--- config.mk ---
export PLATFORM = sky130hd
export DESIGN_NAME = utf8_stream_decoder_core
export DESIGN_NICKNAME = d
export VERILOG_FILES = /design/src/design/utf8d_pkg.sv /design/src/design/utf8d_front.sv /design/src/design/utf8d_queue.sv /design/src/design/utf8d_back.sv /design/src/design/utf8_stream_decoder_core.sv
export SDC_FILE = /design/constraint.sdc
export NUM_CORES = 1
export LEC_CHECK = 0
export BUFFER_PORTS_ARGS = -buffer_cell sky130_fd_sc_hd__buf_2
export CAP_MARGIN = 20
export CORE_ASPECT_RATIO = 0.6
export CORE_MARGIN = 10
export CORE_UTILIZATION = 30
export CTS_CLUSTER_SIZE = 8
export DETAILED_ROUTE_END_ITERATION = 16
export SKIP_LAST_GASP = 1
export SYNTH_ARGS = -nofsm -noshare
export SYNTH_HDL_FRONTEND = slang
export SYNTH_SLANG_ARGS = --single-unit
--- constraint.sdc ---
create_clock -name clk -period 4.77 [get_ports clk]
set_clock_uncertainty 0.1 [all_clocks]
set_input_delay 0.954 -clock clk [delete_from_list [all_inputs] [get_ports clk]]
set_output_delay 0.954 -clock clk [all_outputs]
set_load 0.005 [all_outputs]
--- src/design/utf8d_pkg.sv ---
// Shared types and constants for the UTF-8 stream decoder.
// No dependencies; imported by every module of the block.
package utf8d_pkg;

    localparam int unsigned QUEUE_DEPTH = 2;
    localparam int unsigned GROUP_SIZE  = 4;

    localparam logic [7:0]  CONT_MASK  = 8'hC0;
    localparam logic [7:0]  CONT_TAG   = 8'h80;
    localparam logic [7:0]  LEAD2_MASK = 8'hE0;
    localparam logic [7:0]  LEAD2_TAG  = 8'hC0;
    localparam logic [7:0]  LEAD3_MASK = 8'hF0;
    localparam logic [7:0]  LEAD3_TAG  = 8'hE0;
    localparam logic [7:0]  LEAD4_MASK = 8'hF8;
    localparam logic [7:0]  LEAD4_TAG  = 8'hF0;

    localparam logic [20:0] MIN_CP2    = 21'h00080;
    localparam logic [20:0] MIN_CP3    = 21'h00800;
    localparam logic [20:0] MIN_CP4    = 21'h10000;
    localparam logic [20:0] SURR_LO    = 21'h0D800;
    localparam logic [20:0] SURR_HI    = 21'h0DFFF;
    localparam logic [20:0] CP_MAX     = 21'h10FFFF;

    localparam logic [2:0]  LEN_NONE   = 3'd0;
    localparam logic [2:0]  LEN_1      = 3'd1;
    localparam logic [2:0]  LEN_2      = 3'd2;
    localparam logic [2:0]  LEN_3      = 3'd3;
    localparam logic [2:0]  LEN_4      = 3'd4;

    typedef struct packed {
        logic [7:0] text_byte;
        logic       end_of_text;
    } byte_beat_t;

    typedef struct packed {
        logic [20:0] code_point;
        logic [2:0]  bytes_used;
        logic        last_of_run;
    } cp_beat_t;

    typedef struct packed {
        logic [20:0] code_point;
        logic [2:0]  bytes_used;
    } cp_item_t;

    // All results caused by one input byte; count is 1..4 when pushed.
    typedef struct packed {
        cp_item_t [GROUP_SIZE-1:0] items;
        logic [2:0]                count;
    } cp_group_t;

    typedef struct packed {
        logic      push;
        cp_group_t group;
    } group_push_t;

endpackage

--- src/design/utf8d_front.sv ---
// Front end: accepts text bytes, tracks the open sequence, builds result groups.
// Depends on utf8d_pkg.
module utf8d_front
    import utf8d_pkg::*;
(
    input  logic        clk,
    input  logic        rst_n,
    input  logic        byte_valid,
    output logic        byte_stall,
    input  byte_beat_t  byte_data,
    input  logic        queue_full,
    output group_push_t grp
);

    typedef struct packed {
        logic        emit;
        logic        open;
        logic [2:0]  need;
        logic [20:0] payload;
    } start_t;

    function automatic start_t decode_start(input logic [7:0] b, input logic eot);
        start_t s;
        s.emit    = 1'b0;
        s.open    = 1'b0;
        s.need    = LEN_NONE;
        s.payload = '0;
        if (b[7] == 1'b0) begin
            s.emit = 1'b1;
        end
        else if ((b & LEAD2_MASK) == LEAD2_TAG) begin
            s.need    = LEN_2;
            s.payload = {16'd0, b[4:0]};
        end
        else if ((b & LEAD3_MASK) == LEAD3_TAG) begin
            s.need    = LEN_3;
            s.payload = {17'd0, b[3:0]};
        end
        else if ((b & LEAD4_MASK) == LEAD4_TAG) begin
            s.need    = LEN_4;
            s.payload = {18'd0, b[2:0]};
        end
        else begin
            s.emit = 1'b1;
        end
        if (s.need != LEN_NONE) begin
            if (eot) begin
                s.emit = 1'b1;
            end
            else begin
                s.open = 1'b1;
            end
        end
        return s;
    endfunction

    logic [7:0]  lead_reg, lead_next;
    logic [2:0]  exp_reg, exp_next;
    logic [1:0]  col_reg, col_next;
    logic [20:0] part_reg, part_next;
    // Only two continuations are ever held: the third one closes the sequence.
    logic [7:0]  held_reg [2];
    logic [7:0]  held_next [2];

    logic        fire;
    logic [7:0]  b;
    logic        eot;
    logic        cont;
    logic        at_last;
    logic [20:0] v;
    logic [20:0] minv;
    logic        bad;
    start_t      st;
    cp_group_t   flush_grp;

    assign byte_stall = queue_full;
    assign fire       = byte_valid && !queue_full;
    assign b          = byte_data.text_byte;
    assign eot        = byte_data.end_of_text;
    assign cont       = (b & CONT_MASK) == CONT_TAG;
    assign at_last    = ({1'b0, col_reg} + 3'd2) >= exp_reg;
    assign v          = {part_reg[14:0], b[5:0]};
    assign st         = decode_start(b, eot);

    always_comb
    begin
        case (exp_reg)
            LEN_2:   minv = MIN_CP2;
            LEN_3:   minv = MIN_CP3;
            default: minv = MIN_CP4;
        endcase
    end

    assign bad = (v < minv) || ((v >= SURR_LO) && (v <= SURR_HI)) || (v > CP_MAX);

    // Lead, held continuations, then the current byte, each as a one-byte value.
    always_comb
    begin
        flush_grp.items[0] = '{code_point: {13'd0, lead_reg}, bytes_used: LEN_1};
        flush_grp.items[1] = '{code_point: {13'd0, (col_reg != 2'd0) ? held_reg[0] : b},
                               bytes_used: LEN_1};
        flush_grp.items[2] = '{code_point: {13'd0, (col_reg == 2'd2) ? held_reg[1] : b},
                               bytes_used: LEN_1};
        flush_grp.items[3] = '{code_point: {13'd0, b}, bytes_used: LEN_1};
        flush_grp.count    = {1'b0, col_reg} + 3'd1;
    end

    always_comb
    begin
        lead_next    = lead_reg;
        exp_next     = exp_reg;
        col_next     = col_reg;
        part_next    = part_reg;
        held_next[0] = held_reg[0];
        held_next[1] = held_reg[1];
        grp.group    = flush_grp;

        if (exp_reg == LEN_NONE) begin
            grp.group.items[0] = '{code_point: {13'd0, b}, bytes_used: LEN_1};
            grp.group.count    = st.emit ? LEN_1 : LEN_NONE;
            if (st.open) begin
                lead_next = b;
                exp_next  = st.need;
                col_next  = 2'd0;
                part_next = st.payload;
            end
        end
        else if (!cont) begin
            // broken sequence: replay, then this byte starts over
            grp.group.count = flush_grp.count + {2'b00, st.emit};
            lead_next = st.open ? b : 8'd0;
            exp_next  = st.open ? st.need : LEN_NONE;
            col_next  = 2'd0;
            part_next = st.open ? st.payload : 21'd0;
        end
        else if (at_last) begin
            if (bad) begin
                grp.group.count = flush_grp.count + 3'd1;
            end
            else begin
                grp.group.items[0] = '{code_point: v, bytes_used: exp_reg};
                grp.group.count    = LEN_1;
            end
            lead_next = 8'd0;
            exp_next  = LEN_NONE;
            col_next  = 2'd0;
            part_next = 21'd0;
        end
        else if (eot) begin
            grp.group.count = flush_grp.count + 3'd1;
            lead_next = 8'd0;
            exp_next  = LEN_NONE;
            col_next  = 2'd0;
            part_next = 21'd0;
        end
        else begin
            grp.group.count      = LEN_NONE;
            held_next[col_reg[0]] = b;
            part_next            = v;
            col_next             = col_reg + 2'd1;
        end

        grp.push = fire && (grp.group.count != LEN_NONE);
    end

    always_ff @(posedge clk or negedge rst_n)
    begin
        if (!rst_n) begin
            lead_reg <= '0;
            exp_reg  <= LEN_NONE;
            col_reg  <= '0;
            part_reg <= '0;
        end
        else if (fire) begin
            lead_reg <= lead_next;
            exp_reg  <= exp_next;
            col_reg  <= col_next;
            part_reg <= part_next;
        end
    end

    always_ff @(posedge clk)
    begin
        if (fire) begin
            held_reg[0] <= held_next[0];
            held_reg[1] <= held_next[1];
        end
    end

endmodule

--- src/design/utf8d_queue.sv ---
// Short queue of result groups between the front end and the back end.
// Depends on utf8d_pkg.
module utf8d_queue
    import utf8d_pkg::*;
#(
    parameter int unsigned QueueDepth = QUEUE_DEPTH
)
(
    input  logic        clk,
    input  logic        rst_n,
    input  group_push_t grp,
    output logic        full,
    output logic        empty,
    output cp_group_t   head,
    input  logic        pop
);

    localparam int unsigned PtrW = (QueueDepth > 1) ? $clog2(QueueDepth) : 1;
    localparam int unsigned CntW = $clog2(QueueDepth + 1);
    localparam logic [PtrW-1:0] PtrLast = PtrW'(QueueDepth - 1);
    localparam logic [CntW-1:0] CntFull = CntW'(QueueDepth);

    cp_group_t       slot_reg [QueueDepth];
    logic [PtrW-1:0] wr_reg, wr_next;
    logic [PtrW-1:0] rd_reg, rd_next;
    logic [CntW-1:0] cnt_reg, cnt_next;
    logic            do_push;
    logic            do_pop;

    assign full    = cnt_reg == CntFull;
    assign empty   = cnt_reg == '0;
    assign head    = slot_reg[rd_reg];
    assign do_push = grp.push && !full;
    assign do_pop  = pop && !empty;

    always_comb
    begin
        wr_next  = wr_reg;
        rd_next  = rd_reg;
        cnt_next = cnt_reg;
        if (do_push) begin
            wr_next = (wr_reg == PtrLast) ? '0 : wr_reg + 1'b1;
        end
        if (do_pop) begin
            rd_next = (rd_reg == PtrLast) ? '0 : rd_reg + 1'b1;
        end
        if (do_push && !do_pop) begin
            cnt_next = cnt_reg + 1'b1;
        end
        else if (do_pop && !do_push) begin
            cnt_next = cnt_reg - 1'b1;
        end
    end

    always_ff @(posedge clk or negedge rst_n)
    begin
        if (!rst_n) begin
            wr_reg  <= '0;
            rd_reg  <= '0;
            cnt_reg <= '0;
        end
        else begin
            wr_reg  <= wr_next;
            rd_reg  <= rd_next;
            cnt_reg <= cnt_next;
        end
    end

    always_ff @(posedge clk)
    begin
        if (do_push) begin
            slot_reg[wr_reg] <= grp.group;
        end
    end

endmodule

--- src/design/utf8d_back.sv ---
// Back end: walks the head group and hands out one code point per beat.
// Depends on utf8d_pkg.
module utf8d_back
    import utf8d_pkg::*;
(
    input  logic      clk,
    input  logic      rst_n,
    input  logic      empty,
    input  cp_group_t head,
    output logic      pop,
    output logic      cp_valid,
    input  logic      cp_stall,
    output cp_beat_t  cp_data
);

    logic [1:0] idx_reg, idx_next;
    logic       last;
    logic       take;

    assign last     = ({1'b0, idx_reg} + 3'd1) == head.count;
    assign cp_valid = !empty;
    assign take     = cp_valid && !cp_stall;
    assign pop      = take && last;

    always_comb
    begin
        cp_data.code_point  = head.items[idx_reg].code_point;
        cp_data.bytes_used  = head.items[idx_reg].bytes_used;
        cp_data.last_of_run = last;
    end

    always_comb
    begin
        idx_next = idx_reg;
        if (take) begin
            idx_next = last ? 2'd0 : idx_reg + 2'd1;
        end
    end

    always_ff @(posedge clk or negedge rst_n)
    begin
        if (!rst_n) begin
            idx_reg <= '0;
        end
        else begin
            idx_reg <= idx_next;
        end
    end

endmodule

--- src/design/utf8_stream_decoder_core.sv ---
// Top level of the UTF-8 stream decoder: front end, group queue, back end.
// Depends on utf8d_pkg, utf8d_front, utf8d_queue, utf8d_back.
//
//   channel | dir | handshake            | beat
//   --------+-----+----------------------+---------------------------------------
//   byte    | in  | byte_valid/byte_stall| byte_data: text_byte, end_of_text
//   cp      | out | cp_valid/cp_stall    | cp_data: code_point, bytes_used, last
//
// One text byte is taken per cycle while the group queue has room; each
// result goes out as its own beat on the output, so a byte that causes k
// results (1..4) occupies the back end for k beats. Valid text runs at one
// byte per cycle while cp_stall is low. Results pass through the group
// queue. Reset closes any open sequence and empties the queue. Output stalls
// fill the queue and then raise byte_stall.
module utf8_stream_decoder_core
    import utf8d_pkg::*;
#(
    parameter int unsigned QueueDepth = QUEUE_DEPTH
)
(
    input  logic       clk,
    input  logic       rst_n,
    input  logic       byte_valid,
    output logic       byte_stall,
    input  byte_beat_t byte_data,
    output logic       cp_valid,
    input  logic       cp_stall,
    output cp_beat_t   cp_data
);

    group_push_t grp;
    cp_group_t   head;
    logic        full;
    logic        empty;
    logic        pop;

    utf8d_front u_front (
        .clk        (clk),
        .rst_n      (rst_n),
        .byte_valid (byte_valid),
        .byte_stall (byte_stall),
        .byte_data  (byte_data),
        .queue_full (full),
        .grp        (grp)
    );

    utf8d_queue #(
        .QueueDepth (QueueDepth)
    ) u_queue (
        .clk   (clk),
        .rst_n (rst_n),
        .grp   (grp),
        .full  (full),
        .empty (empty),
        .head  (head),
        .pop   (pop)
    );

    utf8d_back u_back (
        .clk      (clk),
        .rst_n    (rst_n),
        .empty    (empty),
        .head     (head),
        .pop      (pop),
        .cp_valid (cp_valid),
        .cp_stall (cp_stall),
        .cp_data  (cp_data)
    );

endmodule
==> flow_metrics.env <==
export IMPL_fp_dieW_um=212
export IMPL_cts_buffers=17
export IMPL_cts_root_buf="clkbuf_16"
export IMPL_path_cells="buf_2 > and3_1 > nor3_1 > inv_1 > ha_1 > inv_1 > fa_1 > nor3_1 > a41oi_1 > a2bb2oi_1 > o41a_1 > and2_2 > buf_4"
export IMPL_drc=0
export IMPL_yosys_warnings=0
export IMPL_top_layer="met4"
export IMPL_slew_headroom_pct=32.2
export IMPL_clock_sinks=152
export IMPL_finalSetupViolations=0
export IMPL_worstSetupPathType="in2reg"
export IMPL_cp_required_ns=4.73
export IMPL_crit_path_start_kind="primary input"
export IMPL_synth_cell_types=47
export IMPL_postCtsResizedCells=0
export IMPL_max_cap_violations=0
export IMPL_synth_edf_count=118
export IMPL_critPathMaxFanout=29
export IMPL_synth_top_cells_by_count="edfxtp_1 (118), dfrtp_1 (34), mux2_2 (32)"
export IMPL_crit_buf_inv=4
export IMPL_die_area_um2=28500
export IMPL_cts_clk_slew_worst_paths_ns=0.06
export IMPL_antennaDiodeCount=0
export IMPL_h_tree_depth=4
export IMPL_num_vias=3770
export IMPL_synth_nets=458
export IMPL_synth_area_leaders="edfxtp_1 (54%), dfrtp_1 (13%), mux2_2 (5.5%), mux4_2 (5.5%), mux2i_1 (3.0%)"
export IMPL_avgRoutedWirePerCell_um=19.3
export IMPL_cts_hold_fix_buffers=0
export IMPL_worstMarginPinSlew_ns=1.02
export IMPL_ys_flop_type="edfxtp_1"
export IMPL_antenna_left=0
export IMPL_rrSetupSlack_ns=1.53
export IMPL_tns_ns=0
export IMPL_die_height_um=135
export IMPL_core_area_um2=21300
export IMPL_r2r_start="u_front.col_reg[0]"
export IMPL_period_needed_ns=3.90
export IMPL_power_density_nw_per_um2=622
export IMPL_whs_ns=0.379
export IMPL_layout_setup_ws_ns=0.869
export IMPL_netlist_instances=432
export IMPL_rsz0062_at_grt="false"
export IMPL_drt_wl_total_mm=14.8
export IMPL_grt_overflow_total=0
export IMPL_setup_worst_path_end_class="register"
export IMPL_dr_wl_met2_mm=6.15
export IMPL_finalNonFillerCells=766
export IMPL_post_place_cells=735
export IMPL_synthArstFlopShare_pct=22.4
export IMPL_crit_start="byte_data[5]"
export IMPL_syn_area_um2=6600
export IMPL_viasPerCell=4.92
export IMPL_synth_top_area_cell="edfxtp_1"
export IMPL_crit_family="simple AND/OR/NAND/NOR gates"
export IMPL_finalCritPeriodShare_pct=81.8
export IMPL_grt_max_degree=35
export IMPL_hpwl_mm=10.3
export IMPL_layout_nets=501
export IMPL_area_delta_synth_final_pct=15.8
export IMPL_route_met3_wl_um=659
export IMPL_largest_reg_flops=102
export IMPL_start_util_pct=30.9
export IMPL_syn_avg_cell_area_um2=15.3
export IMPL_cts_tree="built"
export IMPL_grt_pass1_vias=3839
export IMPL_hp_class="reg2reg"
export IMPL_io_buffers=39
export IMPL_max_stage_delay_ns=0.39
export IMPL_arrival_ns=3.86
export IMPL_synth_top_area_share_pct=53.7
export IMPL_dr_pass1_iters=5
export IMPL_status="finished clean"
export IMPL_drv_slew=0
export IMPL_wl_met1_mm=7.82
export IMPL_max_freq_mhz=256
export IMPL_endpoint="u_queue.slot_reg[1][29]"
export IMPL_r2r_end="u_queue.slot_reg[1][29]"
export IMPL_place_congestion=0.820
export IMPL_grt_pass1_wl_mm=23.0
export IMPL_timing_final_hold_violations=0
export IMPL_drt_iter0_markers=300
export IMPL_rows=41
export IMPL_ir_worst_vdd_v=0.000328
export IMPL_cts_path_max_buffers=2
export IMPL_clock_latency_ns=0.42
export IMPL_synth_seq_area_share_pct=66.6
export IMPL_yosysMostFrequentCell="edfxtp_1"
export IMPL_leakage_nw=2.84
export IMPL_path_depth=13
export IMPL_reg2regPathDepth=10
export IMPL_cp_slowest_cell="fa_1"
export IMPL_drive_above_1_share_pct=26.9
export IMPL_power_mw=4.75
export IMPL_antenna_found_initial=0
export IMPL_cts_setup_buffers=0
export IMPL_gr_usage_all_layers_pct=10.5
export IMPL_ys_ff_latch=152
export IMPL_io_pins=40
export IMPL_post_place_ws_ns=0.514
stage by stage:
step	utilization (%)	instance area, um2
6_report	35.8	7650
3_3_place_gp	33.3	7110
3_5_place_dp	33.3	7110
2_1_floorplan	-	6600
5_1_grt	35.8	7650
4_1_cts	35.8	7650
cell usage in the layout (no fill, tap or decap), types with 16 or more instances in the layout:
master,synthesis,final
o21ai_0,18,17
edfxtp_1,118,118
buf_2,7,39
mux4_2,16,16
dfrtp_1,34,33
mux2_2,32,32
nor2_1,24,24
nand2_1,29,29
clkbuf_16,0,17
mux2i_1,20,20
per-layer routing:
layer / global-route usage, % / up-vias
met4: 2.98 / 0
met1: 15.7 / 1932
met2: 14.6 / 98
met3: 2.66 / 16
met5: 0 / -
li1: - / 1724
power breakdown:
group / switching (mW) / internal, mW
logic: 0.775 / 0.657
registers: 0.242 / 1.85
clock network: 0.521 / 0.712
total: 1.54 / 3.22
logic make-up after synthesis:
logic type / Yosys count / share of synthesized area (%)
xor gates and xnor gates: 10 / 1.33
DFF: 152 / 66.6
adders and majority gates: 13 / 2.58
AOI/OAI and AO/OA: 52 / 5.57
and+or+nand+nor: 107 / 8.06
buffers and inverters: 30 / 1.95
muxes: 68 / 14.0
worst reg2reg max path, stage by stage, from the launching register on:
cell	delay, ns
dfrtp_1	0.45
inv_1	0.24
ha_1	0.19
inv_1	0.05
fa_1	0.46
nor3_1	0.21
a41oi_1	0.09
a2bb2oi_1	0.24
o41a_1	0.26
and2_2	0.19
buf_4	0.37
worst min path at each step:
stage | end | slack (ns) | cells after the start | from
floorplan | u_front.lead_reg[0] | 0.35 | 2 | u_front.lead_reg[0]
global placement | u_front.lead_reg[3] | 0.36 | 2 | u_front.lead_reg[3]
detailed placement | u_front.lead_reg[5] | 0.37 | 2 | u_front.lead_reg[5]
CTS | u_front.lead_reg[5] | 0.39 | 2 | u_front.lead_reg[5]
global route | u_front.lead_reg[5] | 0.41 | 2 | u_front.lead_reg[5]
finish | u_front.lead_reg[0] | 0.38 | 2 | u_front.lead_reg[0]
area by class of cell:
type,instances,area [um2]
clock buffer,19,433
fill,2038,13700
clock inverter,12,104
timing repair buffer,46,248
inverter,8,30.0
multi-input combinational,250,2090
tap,279,349
sequential,152,4400
Power figures use the tool's default switching activity.
